**config.mk**
```make
export PLATFORM = sky130hd
export DESIGN_NAME = scp_update
export DESIGN_NICKNAME = d
export VERILOG_FILES = /design/src/rtl/core/scp_pkg.sv /design/src/rtl/core/scp_update.sv
export SDC_FILE = /design/constraint.sdc
export NUM_CORES = 1
export LEC_CHECK = 0
export BUFFER_PORTS_ARGS = -buffer_cell sky130_fd_sc_hd__buf_2
export CORE_UTILIZATION = 48
export DETAILED_ROUTE_END_ITERATION = 10
export GPL_ROUTABILITY_DRIVEN = 1
export PLACE_DENSITY = 0.84
export SYNTH_ARGS = -nofsm -noshare
export SYNTH_HDL_FRONTEND = slang
export SYNTH_SLANG_ARGS = --single-unit
```
**constraint.sdc**
```tcl
create_clock -name vclk -period 8.1
set_input_delay 1.62 -clock vclk [all_inputs]
set_output_delay 1.62 -clock vclk [all_outputs]
set_load 0.05 [all_outputs]
```
**src/rtl/core/scp_pkg.sv**
```systemverilog
// Shared types, constants and request codes for the saturated cost partition block.
// Depends on nothing; scp_update and the top level import it.
`timescale 1ns / 1ps
`default_nettype none

package scp_pkg;

   localparam int STATE_COUNT = 1024;
   localparam int NUM_OPS     = 1024;
   localparam int DIST_BITS   = 20;

   localparam int SIDX_W     = (STATE_COUNT > 1) ? $clog2(STATE_COUNT) : 1;
   localparam int OIDX_W     = (NUM_OPS > 1) ? $clog2(NUM_OPS) : 1;
   localparam int SAT_W      = DIST_BITS + 1;
   localparam int REM_CALC_W = DIST_BITS + 2;

   // request function codes
   localparam logic [2:0] FN_LOAD_STATE = 3'd0;
   localparam logic [2:0] FN_LOAD_OP    = 3'd1;
   localparam logic [2:0] FN_TRANS      = 3'd2;
   localparam logic [2:0] FN_SELF       = 3'd3;
   localparam logic [2:0] FN_REDUCE     = 3'd4;

   // reduce status codes
   localparam logic [1:0] STAT_OK    = 2'd0;
   localparam logic [1:0] STAT_UNDER = 2'd1;
   localparam logic [1:0] STAT_OVER  = 2'd2;

   typedef struct packed {
      logic [2:0]  func;
      logic [9:0]  src_idx;
      logic [9:0]  dst_idx;
      logic [9:0]  op_index;
      logic [19:0] init_dist;
      logic        init_dist_inf;
      logic [19:0] goal_dist;
      logic        goal_dist_inf;
      logic [19:0] op_cost;
      logic        op_cost_inf;
   } req_type;

   typedef struct packed {
      logic signed [20:0] saturated;
      logic               saturated_neg_inf;
      logic [19:0]        remaining;
      logic               remaining_inf;
      logic [1:0]         status;
   } rsp_type;

   // one word of the state memory
   typedef struct packed {
      logic                 init_inf;
      logic                 goal_inf;
      logic [DIST_BITS-1:0] goal;
   } state_word_type;

   // one word of the operator memory
   typedef struct packed {
      logic                    sat_valid;
      logic signed [SAT_W-1:0] sat;
      logic                    rem_inf;
      logic [DIST_BITS-1:0]    rem;
   } op_word_type;

   localparam int SWORD_W = $bits(state_word_type);
   localparam int OWORD_W = $bits(op_word_type);

   typedef struct packed {
      logic [2:0]     func;
      logic           general;
      logic           src_ok;
      logic           tgt_ok;
      logic           op_ok;
      state_word_type src;
      state_word_type tgt;
      op_word_type    op;
      logic [19:0]    op_cost;
      logic           op_cost_inf;
   } upd_in_type;

   typedef struct packed {
      logic        we;
      op_word_type wr;
      rsp_type     rsp;
   } upd_out_type;

endpackage

`default_nettype wire

```
**src/rtl/core/scp_update.sv**
```systemverilog
// Operator word update: raise of the saturated cost, load and reduction of the
// remaining cost, and the response fields. Uses scp_pkg.
`timescale 1ns / 1ps
`default_nettype none

module scp_update
   import scp_pkg::*;
(
   input  wire upd_in_type u,
   output upd_out_type     o
);

   localparam logic signed [REM_CALC_W-1:0] R_MAX = {2'b00, {DIST_BITS{1'b1}}};

   logic signed [SAT_W-1:0]      need;
   logic signed [SAT_W-1:0]      raise_v;
   logic signed [SAT_W-1:0]      sat_cur;
   logic signed [SAT_W-1:0]      raised;
   logic signed [SAT_W-1:0]      s_eff;
   logic signed [REM_CALC_W-1:0] diff;
   logic                         neg_inf;
   logic                         new_inf;
   logic [DIST_BITS-1:0]         new_rem;
   logic [1:0]                   status;

   always_comb begin
      need    = $signed({1'b0, u.src.goal}) - $signed({1'b0, u.tgt.goal});
      raise_v = (u.func == FN_TRANS) ? need : '0;
      sat_cur = u.op.sat;

      // empty entry takes the new value, floored at zero without general costs
      if (!u.op.sat_valid) begin
         raised = (!u.general && (raise_v < 0)) ? '0 : raise_v;
      end else begin
         raised = (raise_v > sat_cur) ? raise_v : sat_cur;
      end

      neg_inf = !u.op.sat_valid && u.general;
      s_eff   = u.op.sat_valid ? sat_cur : '0;
      diff    = $signed({2'b00, u.op.rem}) - $signed({s_eff[SAT_W-1], s_eff});

      new_inf = u.op.rem_inf;
      new_rem = u.op.rem;
      status  = STAT_OK;
      if (u.op.rem_inf) begin
         new_inf = 1'b1;
      end else if (neg_inf) begin
         new_inf = 1'b1;
         new_rem = '0;
      end else if (diff < 0) begin
         new_rem = '0;
         status  = STAT_UNDER;
      end else if (diff > R_MAX) begin
         new_rem = {DIST_BITS{1'b1}};
         status  = STAT_OVER;
      end else begin
         new_rem = diff[DIST_BITS-1:0];
      end

      o.we  = 1'b0;
      o.wr  = u.op;
      o.rsp = '0;

      case (u.func)
         FN_LOAD_OP: begin
            o.we        = u.op_ok;
            o.wr.rem_inf = u.op_cost_inf;
            o.wr.rem     = u.op_cost_inf ? '0 : DIST_BITS'(u.op_cost);
         end
         FN_TRANS: begin
            o.we = u.src_ok && u.tgt_ok && u.op_ok && !u.src.init_inf &&
                   !u.src.goal_inf && !u.tgt.goal_inf;
            o.wr.sat_valid = 1'b1;
            o.wr.sat       = raised;
         end
         FN_SELF: begin
            o.we = u.general && u.src_ok && u.op_ok && !u.src.init_inf &&
                   !u.src.goal_inf;
            o.wr.sat_valid = 1'b1;
            o.wr.sat       = raised;
         end
         FN_REDUCE: begin
            if (u.op_ok) begin
               o.we                    = 1'b1;
               o.wr.sat_valid          = 1'b0;
               o.wr.sat                = '0;
               o.wr.rem_inf            = new_inf;
               o.wr.rem                = new_inf ? '0 : new_rem;
               o.rsp.saturated         = neg_inf ? '0 : 21'(s_eff);
               o.rsp.saturated_neg_inf = neg_inf;
               o.rsp.remaining         = new_inf ? '0 : 20'(new_rem);
               o.rsp.remaining_inf     = new_inf;
               o.rsp.status            = status;
            end
         end
         default: begin
         end
      endcase
   end

endmodule

`default_nettype wire

```
==> results of run 1 <==
==> synthesized netlist by cell type, types with 2 or more instances <==
library cell / number
ha_1: 64
a21oi_1: 57
inv_1: 56
nand2_1: 50
nor3_1: 40
nor2_1: 36
and2_1: 21
o21ai_0: 20
xnor2_1: 18
a31oi_1: 17
a22oi_1: 16
clkbuf_1: 15
a21o_1: 13
a22o_1: 13
a211oi_1: 11
o21a_1: 11
o211ai_1: 8
xor2_1: 8
a221o_1: 7
a32o_1: 7
nand3_1: 7
nor2b_1: 7
and3_1: 6
buf_2: 6
a211o_1: 5
nand4_1: 5
o21ai_1: 5
o31ai_1: 4
nand2b_1: 3
o21bai_1: 3
a2111oi_0: 2
a21boi_0: 2
buf_1: 2
buf_6: 2
fa_1: 2
nand3b_1: 2
o211a_1: 2
o2bb2ai_1: 2
o31a_1: 2
or2_1: 2
==> final timing paths <==
check / endpoint / slack (ns)
min: o[88] / 3.68
max: o[81] / 0.29
==> per-layer routing <==
| layer | vias to the layer above | global-route usage, % | wire length (um) |
|---|---|---|---|
| met5 | - | 0 | 0 |
| li1 | 2549 | - | - |
| met1 | 2396 | 37.3 | 5530 |
| met2 | 305 | 58.1 | 6620 |
| met3 | 28 | 2.24 | 1110 |
| met4 | 0 | 7.03 | 294 |
==> cell type report <==
cell class / count / area, um^2
inverter: 56 / 210
multi-input combinational: 504 / 3590
tap: 102 / 128
fill: 728 / 2820
timing repair buffer: 209 / 1060
==> worst max-delay path, stage by stage <==
cell	delay (ns)
buf_2	0.10
ha_1	0.22
fa_1	0.39
nor2b_1	0.22
o31a_1	0.29
o31ai_4	0.11
a21oi_1	0.24
nor3_1	0.08
or3b_2	0.50
ha_1	0.32
a21o_1	0.19
a21o_1	0.17
a2111oi_0	0.44
a32o_2	0.31
a21oi_1	0.08
nor2_1	0.15
buf_4	0.27
a32o_1	0.21
buf_2	0.28
==> cells by family (layout without fill, tap and decap cells) <==
kind of cell	count (synthesis)	count (layout)	synth area share (%)
XOR/XNOR	26	26	5.85
multiplexers	1	1	0.257
adder cells (fa/ha/maj)	66	66	21.6
buffers and inverters	81	265	8.38
AND/OR/NAND/NOR	189	189	23.8
AO/OA/AOI/OAI	222	222	40.1
==> where the power goes <==
| part | internal, uW | switching (uW) |
|---|---|---|
| Sequential | 0 | 0 |
| Clock | 0 | 0 |
| Combinational | 145 | 271 |
| Total | 145 | 271 |
==> stage by stage <==
step | power, uW | setup slack (ns) | std cells | hold slack, ns
2_1_floorplan | 303 | 0.893 | 585 | 3.49
3_3_place_gp | 399 | 0.349 | 871 | 3.67
3_5_place_dp | 410 | 0.336 | 871 | 3.68
4_1_cts | 411 | 0.323 | 871 | 3.68
5_1_grt | 451 | 0.00681 | 871 | 3.69
6_report | 416 | 0.287 | 871 | 3.68
==> timing repair <==
item	4_1_cts	5_1_grt
resized for setup	0	2
hold buffers	0	0
setup buffers	0	0
endpoints found under the setup margin	0	19
==> out/qor.csv, run 1 <==
metric;value;unit
Post-DP Area;0.00498;mm^2
endpoints failing hold;0;
Final Cell Area;0.00499;mm^2
initial antenna violation count;0;
Setup crit end kind;output port;
commonest cells after routing, fill and taps aside;buf_2, ha_1, a21oi_1;
RSZ-0062 raised after global routing;no;
hold path depth;3;
Area growth syn-to-layout;28.0;%
first-pass GRT wire length;21900;um
routed wire length;13600;um
DP Wirelength;11500;um
total power divided by cell area;83.4;mW/mm^2
Yosys cell types;66;
WS Path Type;input port to output port;
detailed-route via count;5278;
worst min path class;input port to output port;
Slew HR;19.6;%
final worst path period need;7.81;ns
P_leak;0.00269;uW
CLK BUF;0;
DRC;0;
Starting Density;49.9;%
yosys warns;0;
Util after Layout;63.9;%
Setup Viol. Count Final;0;
vias per cell;6.06;
core area;0.00781;mm^2
Crit path arrival time;6.19;ns
Final Max Tran Viols;0;
die area;0.00848;mm^2
measured slew at the worst slew-check pin;1.21;ns
Critical Path Source;u[64];
status;finished clean;
cell area after synthesis;0.00389;mm^2
number of global-route vias before repair;4873;
DRT antenna net count;0;
sequential cells;0;
f_max;128;MHz
maximum vdd drop;0.0000457;V
crit path max fanout;19;
gr usage total;30.7;%
syn nets;766;
Max-Cap Viols;0;
share of post-route cells with drive strength above 1;29.1;%
gr ovfl total;0;
GP Congestion;0.974;
leading cell type in the layout, fill and taps excluded;buf_2;
Initial DRC Count;223;
Die W;92.1;um
area leader, netlist;ha_1;
Avg Cell Area, Syn;6.66;um^2
synth top area cells;ha_1, a21oi_1, inv_1;
register area;0;um^2
CP required;6.48;ns
Post-Syn Instances;585;
die height;92.1;um
IO Count;204;
period utilization;96.5;%
nets;952;
critical hold path startpoint;u[108];
std cell rows;32;
Wirelength per Cell;15.6;um
setup_tns;0;ns
input/output buffers;203;
DRT Pass-1 Iters;4;
post-synth top area share;20.6;%
largest net degree at the start of global routing;31;
sequential fraction of the synthesis area;0;%
CP startpoint kind;input port;
antenna diode count;0;
No activity file was read; power rests on OpenSTA's default activity.
==> run 2, diff against run 1 <==
CAP_MARGIN = 20   (was unset)
CORE_UTILIZATION = 44   (was 48)
PLACE_DENSITY = 0.81   (was 0.84)
clock period = 6.9 ns   (was 8.1 ns; I/O delays follow)
==> run 2 against run 1 <==
First-iteration DRC count grew 32%. Largest power group unchanged. Critical path depth grew 1. Global-route usage shrank 0.72 points. Worst hold slack lost 0.52 ns. Highest routed layer unchanged. Core utilization grew 3.3 points. Non-clock buffer count grew 38. Total power grew 35%. Via count grew 3.5%. Die area grew 8.9%. Combinational power grew 35%. Routed wire length grew 13%.
==> out/qor.csv, run 2 (synthesis gave the netlist of run 1 again) <==
metric;value;unit;change
vias per cell;5.99;;was 6.06
routed wire length;15300;um;was 13,600 um
CP required;5.52;ns;was 6.48 ns
placed cells;907;;was 871
sequential cells;0;;unchanged
endpoints failing hold;0;;unchanged
Switching Fraction;60.7;%;was 65.1%
P_int;221;uW;was 145 uW
leading cell type in the layout, fill and taps excluded;buf_2;;unchanged
Switch Pwr;340;uW;was 271 uW
core area;0.00838;mm^2;was 0.00781 mm^2
CP peak stage delay;0.41;ns;was 0.50 ns
Slew HR;51.4;%;was 19.6%
RSZ-0062 raised after global routing;yes;;was no
status;finished clean;;unchanged
input/output buffers;203;;unchanged
total power divided by cell area;99.7;mW/mm^2;was 83.4 mW/mm^2
IO Count;204;;unchanged
final worst path period need;6.79;ns;
share of post-route cells with drive strength above 1;35.7;%;was 29.1%
Clk pwr share;0;%;about the same
maximum vdd drop;0.0000506;V;was 0.0000457 V
Crit path arrival time;5.41;ns;was 6.19 ns
Finished Layout Cells;912;;was 871
CLK BUF;0;;unchanged
DRT Pass-1 Iters;5;;was 4
DRC;0;;unchanged
DRT antenna net count;0;;unchanged
first-pass GRT wire length;22100;um;was 21,900 um
commonest cells after routing, fill and taps aside;buf_2, ha_1, inv_1;;was buf_2, ha_1, a21oi_1
WHS;3.16;ns;was 3.68 ns
worst min path class;input port to output port;;unchanged
Max-Cap Viols;0;;unchanged
Flop pwr share;0;%;about the same
register area;0;um^2;unchanged
nets;990;;was 952
DP Wirelength;12500;um;was 11,500 um
CP max-delay cell;or3b_4;;was or3b_2
std cell rows;33;;was 32
WS Path Type;input port to output port;;unchanged
Setup crit end kind;output port;;unchanged
gr usage total;30.0;%;was 30.7%
number of global-route vias before repair;4836;;was 4,873
GP Congestion;0.968;;was 0.974
P_leak;0.00299;uW;was 0.00269 uW
detailed-route via count;5462;;was 5,278
Top delay family on crit path;compound AO/OA/AOI/OAI gates;;unchanged
setup_tns;0;ns;unchanged
period utilization;98.4;%;
f_max;147;MHz;
cts hold-fix bufs;0;;unchanged
Crit. path cell count;20;;was 19
die area;0.00923;mm^2;was 0.00848 mm^2
die height;96.1;um;was 92.1 um
initial antenna violation count;0;;unchanged
critical-path cell list;buf_6 -> inv_4 -> ha_4 -> fa_2 -> nor2b_2 -> o31a_1 -> o31ai_4 -> a21oi_2 -> o21ai_1 -> or3b_4 -> ha_4 -> a21o_1 -> a21o_1 -> a2111oi_4 -> a32o_2 -> a21oi_2 -> nor2_4 -> clkbuf_16 -> a22o_1 -> buf_6;;was buf_2 -> ha_1 -> fa_1 -> nor2b_1 -> o31a_1 -> o31ai_4 -> a21oi_1 -> nor3_1 -> or3b_2 -> ha_1 -> a21o_1 -> a21o_1 -> a2111oi_0 -> a32o_2 -> a21oi_1 -> nor2_1 -> buf_4 -> a32o_1 -> buf_2
Final Max Tran Viols;0;;unchanged
Wirelength per Cell;16.8;um;was 15.6 um
antenna diode count;0;;unchanged
largest net degree at the start of global routing;25;;was 31
CP Buf/Inv Count;4;;was 3
crit path max fanout;5;;was 19
Setup Viol. Count Final;0;;unchanged
measured slew at the worst slew-check pin;0.725;ns;was 1.21 ns
Combinational Power Share;100.0;%;about the same
Area growth syn-to-layout;44.6;%;was 28.0%
Starting Density;46.5;%;was 49.9%
hold path depth;3;;unchanged
Initial DRC Count;294;;was 223
gr ovfl total;0;;unchanged
Die W;96.1;um;was 92.1 um
CP startpoint kind;input port;;unchanged
[run 2: what timing repair did]
action,4_1_cts,5_1_grt
buffers inserted,0,2
gates cloned,0,3
pin swaps,1,25
resized for setup,26,50
setup endpoints to repair,21,21
[run 2: final cells by class]
type | count | area [um^2]
repair buffers | 247 | 1530
well taps | 105 | 131
fillers | 745 | 2750
inverters | 56 | 213
multi-input cells | 504 | 3750
[run 2: through the flow]
step	util [%]	worst slack (ns)	cell area, um^2	power [uW]
final	67.2	0.109	5630	561
after global routing	67.2	-0.0842	5630	603
after CTS	63.6	0.0544	5330	523
after detailed placement	62.7	-0.233	5260	512
after global placement	62.6	-0.195	5250	501
after floorplan	-	0.173	3890	356
[run 2: per-layer routing]
| metal | vias up | global-route usage [%] | wire, um |
|---|---|---|---|
| met3 | 26 | 1.97 | 1030 |
| met5 | - | 0 | 0 |
| met4 | 0 | 5.22 | 265 |
| met1 | 2555 | 37.7 | 6390 |
| met2 | 256 | 56.1 | 7630 |
| li1 | 2625 | - | - |
[run 2: power by group through the flow]
stage	Combinational, uW	Clock [uW]	Sequential (uW)
detailed placement	512	0	0
global placement	501	0	0
CTS	523	0	0
global route	603	0	0
finish	561	0	0
floorplan	356	0	0
[run 2: path summary, 6_finish.rpt]
kind / startpoint / to / slack, ns
max: u[86] / o[77] / 0.11
min: u[43] / o[67] / 3.16
[run 2: worst min-delay path: stages]
cell,delay [ns]
buf_2,0.11
a22o_4,0.14
buf_6,0.15
