$ cat src/rtl/core/scp_ram.sv
// Generic single-port synchronous RAM with registered read data.
// Read-first on a write to the same address. No dependencies.
`timescale 1ns / 1ps
`default_nettype none

module scp_ram #(
   parameter int WIDTH = 8,
   parameter int DEPTH = 16
) (
   input  wire logic                                   clock,
   input  wire logic                                   we,
   input  wire logic [((DEPTH > 1) ? $clog2(DEPTH) : 1)-1:0] addr,
   input  wire logic [WIDTH-1:0]                       wdata,
   output logic [WIDTH-1:0]                            rdata
);

   logic [WIDTH-1:0] mem_ff [DEPTH];
   logic [WIDTH-1:0] rdata_ff;

   always_ff @(posedge clock) begin
      if (we) begin
         mem_ff[addr] <= wdata;
      end
      rdata_ff <= mem_ff[addr];
   end

   assign rdata = rdata_ff;

endmodule

`default_nettype wire

$ cat config.mk
export PLATFORM = sky130hd
export DESIGN_NAME = scp_ram
export DESIGN_NICKNAME = d
export VERILOG_FILES = /design/src/rtl/core/scp_ram.sv
export SDC_FILE = /design/constraint.sdc
export NUM_CORES = 1
export LEC_CHECK = 0
export ABC_AREA = 1
export BUFFER_PORTS_ARGS = -buffer_cell sky130_fd_sc_hd__buf_4
export CORE_ASPECT_RATIO = 0.8
export CORE_MARGIN = 5
export CORE_UTILIZATION = 46
export DETAILED_ROUTE_END_ITERATION = 7
export PLACE_DENSITY = 0.59
export SYNTH_ARGS = -nofsm -noshare
export SYNTH_HDL_FRONTEND = slang
export SYNTH_SLANG_ARGS = --single-unit
$ cat constraint.sdc
create_clock -name clock -period 3.45 [get_ports clock]
set_input_delay 0.1725 -clock clock [delete_from_list [all_inputs] [get_ports clock]]
set_output_delay 0.1725 -clock clock [all_outputs]
set_load 0.02 [all_outputs]
==> summary.md, run 1 <==
| Metric | Value |
|---|---|
| Area added between synthesis and finish | 14.7% |
| Initial antenna violation count | 0 |
| Clock skew | 9.07 ps |
| Setup crit start | addr[0] |
| Switching share of power | 21.5% |
| Critical Path AT | 1920 ps |
| Die H | 109 um |
| Commonest non-fill, non-tap cell in the layout | nand2_1 |
| Global-route wire length before repair | 18900 um |
| Cts bufs inserted | 17 |
| Hold Crit Depth | 1 |
| Clk buf depth | 2 |
| Status | completed |
| Max FO, Critical Path | 67 |
| Synth Warn # | 0 |
| First-pass iteration count of the detailed router | 5 |
| Share of the yosys chip area belonging to registers | 71.6% |
| Pleak | 2.73 nW |
| Int Pwr | 3.01 mW |
| Post-synth top area share | 68.7% |
| Max-slew violation total from the final report | 0 |
| Cell Rows | 36 |
| Hold Path Class | in2reg |
| Residual DRC count | 0 |
| Routed len/inst | 16.6 um |
| Worst-Margin Slew | 782 ps |
| Die width | 133 um |
| Mapped Cells | 548 |
| Vias per Instance | 4.83 |
| Synth cell types | 11 |
| Initial core utilization | 46.5% |
| Nets | 584 |
| Setup_tns | 0 ps |
| Switch Pwr | 0.826 mW |
| Critical Path RT | 3490 ps |
| Util after Layout | 53.3% |
| Layout Cells excl Fill | 735 |
| Via count | 3548 |
| Clock root buffer | clkbuf_16 |
| # setup viols final | 0 |
| TritonCTS Sinks | 136 |
| Crit path kind | in2reg |
| Hpwl dp | 7330 um |
| TritonCTS clock tree | built |
| Total global routing overflow | 0 |
| Final GP Congestion | 0.790 |
| Layout cell share with drive strength beyond 1 | 9.09% |
| Fin crit period | 1870 ps |
| # IOs | 22 |
| Synthesized net count | 562 |
| Hold_sp | wdata[6] |
| Setup fix buffers added after clock tree synthesis | 0 |
| Cts hold-fix bufs | 0 |
| Yosys reg bits | 136 |
| RSZ-0062 raised after global routing | no |
| Reg clk slew, reported paths | 60 ps |
| Peak Freq | 534 MHz |
| R2R cell count | 8 |
| Syn Area/Cell | 10.2 um^2 |
| N_diodes | 0 |
| Final hold viol count | 0 |
| Placed Cells | 703 |
| Clock Latency Late Sink | 410 ps |
| Area leader, netlist | edfxtp_1 |
| Routed WL | 12200 um |
| Total power per unit cell area | 598 nW/um^2 |
| Total of max-cap violations | 0 |
| Largest net degree at the start of global routing | 68 |
| Total GRT Usage | 17.8% |
| Peak VDD IR | 0.459 mV |
| Comb pwr share | 6.2% |
| Die ar. | 14500 um^2 |
| Worst flop-to-flop path startpoint | mem_ff[6][0]$_DFFE_PP_ |
| Port Buffers | 21 |
| Tcrit/Tclk final | 54.3% |
| Clk pwr share | 45.3% |
| CP endpoint kind | register |
| Vias in the first global route | 3325 |
| H-tree depth | 4 |
| Post-route ant nets | 0 |
| Commonest cells after routing, fill and taps aside | nand2_1, edfxtp_1, buf_4, inv_1, nor2_1 |
| Startpoint Class | primary input |
| Post-CTS sizing | 0 |
| Post-Syn Area | 5590 um^2 |
| Sequential share of power | 48.4% |
| Max_slew headroom | 47.7% |
| Starting DRT DRC Count | 308 |
| Ranking of synthesized cells by area | edfxtp_1, nand2_1, dfxtp_1 |
| Core Box Area | 12000 um^2 |
==> kinds of logic after synthesis <==
group                  Yosys count  share of synthesized area, %
buffers and inverters           44                          3.62
DFF                            136                          71.6
and+or+nand+nor                368                          24.8
==> worst paths after layout <==
| path | end | slack, ps |
|---|---|---|
| setup / recovery | mem_ff[6][3]$_DFFE_PP_ | 1580 |
| hold / removal | mem_ff[6][6]$_DFFE_PP_ | 130 |
| setup reg to reg | rdata[0]$_DFF_P_ | 2400 |
| hold reg to reg | rdata[6]$_DFF_P_ | 700 |
==> area by class of cell <==
cell class,instances,area (um^2)
Clock buffer,23,468
Sequential cell,136,4000
Timing Repair Buffer,24,180
Clock inverter,9,100
Inverter,23,86.3
Tap cell,152,190
Fill cell,1044,5610
Multi-Input combinational cell,368,1390
==> through the flow <==
stage                     setup WS [ps]  hold WS [ps]  power (mW)  area (um^2)
after floorplan                    1900           271        2.03         5590
after global placement             1170           548        2.13         5850
after detailed placement           1140           557        2.13         5850
after CTS                          1570           125        3.85         6410
after global routing               1400           127        3.96         6410
final                              1580           130        3.84         6410
==> power groups by stage <==
stage          sequential [mW]  clock, mW  combinational [mW]
2_1_floorplan             1.90          0               0.127
3_3_place_gp              1.89          0               0.239
3_5_place_dp              1.89          0               0.240
4_1_cts                   1.86       1.75               0.242
5_1_grt                   1.86       1.83               0.269
6_report                  1.86       1.74               0.239
==> routing by layer <==
layer / vias to the layer above / global-route usage (%) / wire length (um)
met5: - / 0 / 0
met3: 10 / 4.70 / 764
met2: 97 / 25.0 / 5170
met4: 0 / 4.85 / 102
li1: 1800 / - / -
met1: 1641 / 27.3 / 6150
==> synthesized netlist by cell type <==
cell,instances
nand2_1,346
edfxtp_1,128
inv_1,21
nor2_1,18
buf_2,12
dfxtp_1,8
buf_4,6
nand3_1,4
clkbuf_1,3
clkinv_1,1
inv_2,1
==> critical path, cell delays in order <==
cell     delay (ps)
buf_4           320
inv_2           450
nand3_1         330
nor2_1          610
==> state kept, by name, indices dropped and copies added (netlist names) <==
signal	cells
rdata	8
mem_ff	128
(Power assumes the default switching activity.)
==> run 2, diff against run 1 <==
--- a/config.mk
+++ b/config.mk
@@ -5,13 +5,13 @@
 export SDC_FILE = /design/constraint.sdc
 export NUM_CORES = 1
 export LEC_CHECK = 0
-export ABC_AREA = 1
+export ABC_AREA = 0
 export BUFFER_PORTS_ARGS = -buffer_cell sky130_fd_sc_hd__buf_4
 export CORE_ASPECT_RATIO = 0.8
 export CORE_MARGIN = 5
 export CORE_UTILIZATION = 46
 export DETAILED_ROUTE_END_ITERATION = 7
-export PLACE_DENSITY = 0.59
+export PLACE_DENSITY = 0.62
 export SYNTH_ARGS = -nofsm -noshare
 export SYNTH_HDL_FRONTEND = slang
 export SYNTH_SLANG_ARGS = --single-unit
==> constraint.sdc (replaced) <==
create_clock -name clock -period 1.7 [get_ports clock]
set_input_delay 0.085 -clock clock [delete_from_list [all_inputs] [get_ports clock]]
set_output_delay 0.085 -clock clock [all_outputs]
set_load 0.02 [all_outputs]
==> summary.md, run 2 <==
| Metric | Value |
|---|---|
| Max-slew violation total from the final report | 0 (unchanged) |
| Max_slew headroom | 43.0% (-4.7 points) |
| Final instance area | 6240 um^2 (-2.8%) |
| Area leader, netlist | edfxtp_1 |
| Tcrit/Tclk final | 77.1% |
| Mapped Cells | 230 (-58%) |
| Clk pwr share | 45.8% (+0.5 points) |
| Setup_tns | 0 ps (unchanged) |
| H-tree depth | 4 (unchanged) |
| Ranking of synthesized cells by area | edfxtp_1, mux4_2, dfxtp_1 |
| Startpoint Class | register |
| Starting DRT DRC Count | 185 (-40%) |
| Yosys reg bits | 136 (unchanged) |
| Vias per Instance | 5.43 (+12%) |
| Synth Warn # | 0 (unchanged) |
| Final GP Congestion | 0.730 (-7.6%) |
| RSZ-0062 raised after global routing | no |
| Hold Crit Depth | 1 (unchanged) |
| Vias in the first global route | 2529 (-24%) |
| Routed len/inst | 22.3 um (+35%) |
| CP endpoint kind | register |
| Hold_sp | wdata[3] |
| N_diodes | 0 (unchanged) |
| Final hold viol count | 0 (unchanged) |
| Clock Latency Late Sink | 420 ps (about the same) |
| Sequential share of power | 48.8% (+0.4 points) |
| Post-synth top area share | 75.9% (+7.1 points) |
| Dominant synthesized flop cell | edfxtp_1 |
| Post-synth EDFFs | 128 (unchanged) |
| Post-CTS sizing | 0 (unchanged) |
| Total global routing overflow | 0 (unchanged) |
| Synthesized net count | 244 (-57%) |
| R2R cell count | 3 (-5) |
| Setup fix buffers added after clock tree synthesis | 0 (unchanged) |
| Post-synth ARST share | 0% (unchanged) |
| Int Pwr | 6.21 mW (+110%) |
| Pleak | 2.12 nW (-23%) |
| Clock skew | 8.32 ps (-0.753 ps) |
| Critical Path RT | 1990 ps (-1500 ps) |
| Synth cell types | 18 (+7) |
| R2R setup slack | 390 ps (-2010 ps) |
| Syn Area/Cell | 22.0 um^2 (+120%) |
| Synth top cells by count | edfxtp_1, mux4_2, a22oi_1 |
| Port Buffers | 21 (unchanged) |
| Via count | 2453 (-31%) |
| Total GRT Usage | 16.5% (-1.2 points) |
| Reg clk slew, reported paths | 50 ps (about the same) |
| Comb pwr share | 5.5% (-0.7 points) |
| Switch Pwr | 1.53 mW (+86%) |
| Hold Path Class | in2reg |
| Fin crit period | 1310 ps |
| Worst hold endpoint | mem_ff[14][3]$_DFFE_PP_ |
| # IOs | 22 (unchanged) |
| RR Endpoint | rdata[3]$_DFF_P_ |
| Die H | 104 um (-4.4%) |
| Cell Rows | 34 (-5.6%) |
| Clk buf depth | 2 (unchanged) |
| Global-route wire length before repair | 15400 um (-19%) |
| Total power per unit cell area | 1240 nW/um^2 (+110%) |
| Post-Syn Area | 5070 um^2 (-9.4%) |
| Cts bufs inserted | 17 (unchanged) |
| Crit path kind | reg2reg |
| Placed instance area | 5600 um^2 (-4.2%) |
| # setup viols final | 0 (unchanged) |
| Area added between synthesis and finish | 23.1% |
| Max FO, Critical Path | 1 (-99%) |
| Worst flop-to-flop path startpoint | mem_ff[15][3]$_DFFE_PP_ |
| Register bank with the most flops | mem_ff |
| Peak VDD IR | 1.04 mV (+130%) |
| Commonest cells after routing, fill and taps aside | edfxtp_1, buf_4, mux4_2, clkbuf_16, a22oi_1 |
| Top-count cell post-synth | edfxtp_1 |
| Critical Path AT | 1600 ps (-320 ps) |
| Max FFs per register | 128 (unchanged) |
| Switching share of power | 19.8% (-1.7 points) |
| Nets | 311 (-47%) |
| Multi-input logic area | 1000 um^2 (-28%) |
| TritonCTS Sinks | 136 (unchanged) |
| Routed WL | 10100 um (-17%) |
| Register area | 4000 um^2 (unchanged) |
| Hpwl dp | 6530 um (-11%) |
| Initial antenna violation count | 0 (unchanged) |
| Core Box Area | 10800 um^2 (-10%) |
| Post-route ant nets | 0 (unchanged) |
| Total of max-cap violations | 0 (unchanged) |
| Status | completed |
| Commonest non-fill, non-tap cell in the layout | edfxtp_1 |
| Die width | 127 um (-4.5%) |
| Layout cell share with drive strength beyond 1 | 36.7% (+28 points) |
| TritonCTS clock tree | built |
| Residual DRC count | 0 (unchanged) |
| Die ar. | 13200 um^2 (-8.6%) |
| Initial core utilization | 46.9% (+0.39 points) |
| Largest net degree at the start of global routing | 18 (-74%) |
| Clock root buffer | clkbuf_16 |
| Worst-Margin Slew | 852 ps (+69.7 ps) |
| Peak Freq | 763 MHz |
| Share of the yosys chip area belonging to registers | 79.0% (+7.4 points) |
| Layout fillers | 826 (-21%) |
| First-pass iteration count of the detailed router | 4 (-1) |
## run 2: changes by cell type after synthesis, sizes merged, moves of 3 or more
cell,previous run,this run
nand3,4,1
nand2,346,9
buf,18,8
inv,22,0
nor2,18,13
a22oi,0,16
nor3,0,4
mux4,0,32
## run 2: worst max-delay path, stage by stage (launching register included)
cell and delay (ps):
edfxtp_1 370, mux4_2 520, a22oi_1 210, nand2_1 80
## run 2: worst max path at each step
stage                             from                      to  slack, ps
3_5_place_dp                   addr[0]        rdata[1]$_DFF_P_        190
5_1_grt         mem_ff[3][0]$_DFFE_PP_        rdata[0]$_DFF_P_        300
4_1_cts         mem_ff[8][3]$_DFFE_PP_        rdata[3]$_DFF_P_        370
3_3_place_gp                   addr[0]        rdata[1]$_DFF_P_        180
6_report       mem_ff[15][3]$_DFFE_PP_        rdata[3]$_DFF_P_        390
2_1_floorplan                  addr[2]  mem_ff[0][0]$_DFFE_PP_        120
## run 2: layout make-up
class	count	share of cell area [%]
Multi-Input combinational cell	83	16.1
Clock buffer	19	6.94
Sequential cell	136	64.2
Clock inverter	11	2.13
Timing Repair Buffer	59	7.78
Tap cell	144	2.89
## run 2: per-stage QoR
step	power, mW	std cells	utilization (%)	setup slack [ps]	hold slack (ps)
final	7.74	452	57.7	389	28.8
after global routing	8.00	452	57.7	305	11.1
after CTS	7.81	452	57.7	369	11.6
after detailed placement	4.26	415	51.9	190	405
after global placement	4.26	415	51.9	179	406
after floorplan	4.06	230	-	122	184
## run 2: timing repair
item | CTS | global route
setup endpoints to repair | 0 | 0
hold buffers | 7 | 0
hold endpoints to repair | 97 | 0
## run 2: metal layers
metal / vias up / GRT usage (%) / share of wire (%)
li1: 1095 / - / -
met1: 1299 / 23.7 / 48
met2: 49 / 23.8 / 47
met3: 10 / 5.44 / 4.5
met4: 0 / 5.97 / 1.1
met5: - / 0 / 0
## run 2: logic make-up after synthesis
group / Yosys count / synth area share (%)
AOI/OAI and AO/OA: 16 / 2.37
buffers and inverters: 11 / 1.19
DFF: 136 / 79.0
muxes: 32 / 14.2
and+or+nand+nor: 35 / 3.21
## run 2: power by group through the flow
stage,Clock [mW],Combinational (mW),Sequential (mW)
3_3_place_gp,0,0.413,3.84
6_report,3.54,0.424,3.78
5_1_grt,3.76,0.459,3.78
3_5_place_dp,0,0.419,3.85
2_1_floorplan,0,0.193,3.86
4_1_cts,3.61,0.432,3.78
==> run 3, diff against run 2 <==
==> constraint.sdc (replaced) <==
create_clock -name clock -period 1.1 [get_ports clock]
set_input_delay 0.055 -clock clock [delete_from_list [all_inputs] [get_ports clock]]
set_output_delay 0.055 -clock clock [all_outputs]
set_load 0.02 [all_outputs]
==> summary.md, run 3 (synthesis gave the netlist of run 2 again) <==
| Metric | Value |
|---|---|
| Clk buf depth | 2 (unchanged) |
| Peak VDD IR | 1.42 mV (+37%) |
| Routed WL | 10500 um (+3.9%) |
| Residual DRC count | 0 (unchanged) |
| Global-route wire length before repair | 16400 um (+7.0%) |
| Commonest cells after routing, fill and taps aside | edfxtp_1, buf_4, mux4_2, clkbuf_16, a22oi_2 |
| TritonCTS Sinks | 136 (unchanged) |
| Clock root buffer | clkbuf_16 |
| Worst setup margin | -177 ps (-567 ps) |
| Status | finished, violations left |
| Cts bufs inserted | 17 (unchanged) |
| Routed len/inst | 22.3 um (-0.26%) |
| Hold Slack | 169 ps (+140 ps) |
| Die ar. | 13200 um^2 (unchanged) |
| Vias per Instance | 5.34 (-1.6%) |
| Core Box Area | 10800 um^2 (unchanged) |
| Fin crit period | 1280 ps (-33.3 ps) |
| Die width | 127 um (unchanged) |
| Startpoint Class | register |
| Port Buffers | 21 (unchanged) |
| Largest net degree at the start of global routing | 18 (unchanged) |
| Total of max-cap violations | 0 (unchanged) |
| Critical Path RT | 1390 ps (-600 ps) |
| Clock Latency Late Sink | 410 ps (about the same) |
| First-pass iteration count of the detailed router | 4 (unchanged) |
| Util after Layout | 62.5% (+4.7 points) |
| Max_slew headroom | 38.2% (-4.8 points) |
| Worst Path Buf+Inv | 0 (unchanged) |
| Placed Cells | 431 (+3.9%) |
| Layout cell share with drive strength beyond 1 | 49.5% (+13 points) |
| Max FFs per register | 128 (unchanged) |
| Tcrit/Tclk final | 116% (+39 points) |
| Total global routing overflow | 0 (unchanged) |
| Nets | 328 (+5.5%) |
| Crit path max-delay family | multiplexers |
| Initial core utilization | 46.9% (unchanged) |
| Worst-Margin Slew | 925 ps (+73.6 ps) |
| Starting DRT DRC Count | 299 (+62%) |
| N_diodes | 0 (unchanged) |
| Peak Freq | 783 MHz (+2.6%) |
| Reg clk slew, reported paths | 60 ps (about the same) |
| Clock skew | 5.04 ps (-3.28 ps) |
| Final hold viol count | 0 (unchanged) |
| RSZ-0062 raised after global routing | yes |
| Hpwl dp | 7110 um (+8.9%) |
| Post-route ant nets | 0 (unchanged) |
| Setup_tns | -980 ps (-980 ps) |
| # setup viols final | 8 (+8) |
| Layout fillers | 753 (-8.8%) |
| # IOs | 22 (unchanged) |
| Hold Path Class | in2reg |
| Total power per unit cell area | 1910 nW/um^2 (+54%) |
| TritonCTS clock tree | built |
| Total GRT Usage | 17.5% (+0.92 points) |
| Crit-path cells | mux4_2 > a22oi_2 > nand2_1 |
| Register bank with the most flops | mem_ff |
| Cell Rows | 34 (unchanged) |
| Initial antenna violation count | 0 (unchanged) |
| Die H | 104 um (unchanged) |
| Failing checks | negative setup slack |
| Layout Cells excl Fill | 471 (+4.2%) |
| CP endpoint kind | register |
| Crit path kind | reg2reg |
| Area added between synthesis and finish | 33.2% |
| Cell type of the slowest stage on the worst timing path | mux4_2 |
| Critical Path AT | 1570 ps (-30 ps) |
| Max stage delay on crit path | 500 ps (-20 ps) |
| H-tree depth | 4 (unchanged) |
| Pleak | 2.28 nW (+7.9%) |
| Vias in the first global route | 2719 (+7.5%) |
| Final GP Congestion | 0.778 (+6.6%) |
| Commonest non-fill, non-tap cell in the layout | edfxtp_1 |
| Max FO, Critical Path | 1 (unchanged) |
| Max-slew violation total from the final report | 0 (unchanged) |
| Via count | 2516 (+2.6%) |
==> run 3: cell types whose count changed in the layout (fill, tap and decap cells not counted), moves of 7 or more <==
cell     delta
nor2_4     +12
a22oi_1    -13
a22oi_2    +13
buf_4       +9
nor2_1     -12
buf_12      +7
==> run 3: power breakdown <==
part,total [mW],internal (mW),switching [mW]
combinational,0.787,0.374,0.412
sequential,5.84,5.79,0.0452
clock,6.28,4.22,2.07
total,12.9,10.4,2.53
==> run 3: stage by stage <==
step	power [mW]	worst slack [ps]	instance area (um^2)
global placement	6.67	-334	5950
floorplan	6.32	-93.7	5240
CTS	13.0	-174	6740
detailed placement	6.69	-357	5950
finish	12.9	-177	6750
global route	13.3	-236	6750
==> run 3: cell type report <==
cell class                 instances  area [um^2]  area share, %
sequential                       136         4000           59.3
multi-input combinational         83         1210           17.9
timing repair buffer              76          703           10.4
clock buffer                      17          425           6.30
clock inverter                    15          231           3.43
tap                              144          180           2.67
==> run 3: worst min-delay path, delay by kind of cell <==
kind,cells,cell delay (ps)
mux,1,230
compound gates,1,70
simple gates,1,50
buf+inv,1,140
==> run 3: path summary, 6_finish.rpt <==
check        slack, ps          endpoint  cells after the start                     from
max               -180  rdata[5]$_DFF_P_                      3  mem_ff[11][5]$_DFFE_PP_
min reg2reg        680  rdata[1]$_DFF_P_                      3   mem_ff[6][1]$_DFFE_PP_
min                170  rdata[3]$_DFF_P_                      4                  addr[1]
max reg2reg       -180  rdata[5]$_DFF_P_                      3  mem_ff[11][5]$_DFFE_PP_
==> run 3: layer usage <==
metal / share of wire, % / track usage (%) / wire, um
met1: 45 / 25.0 / 4760
met2: 48 / 25.2 / 5050
met3: 5.0 / 5.29 / 529
met4: 1.4 / 6.89 / 150
met5: 0 / 0 / 0
==> run 3: what timing repair did <==
action,in CTS,in global routing
buffers inserted,0,0
hold endpoints to repair,128,0
resized for setup,11,2
pin swaps,3,0
hold buffers,8,0
setup endpoints to repair,8,8
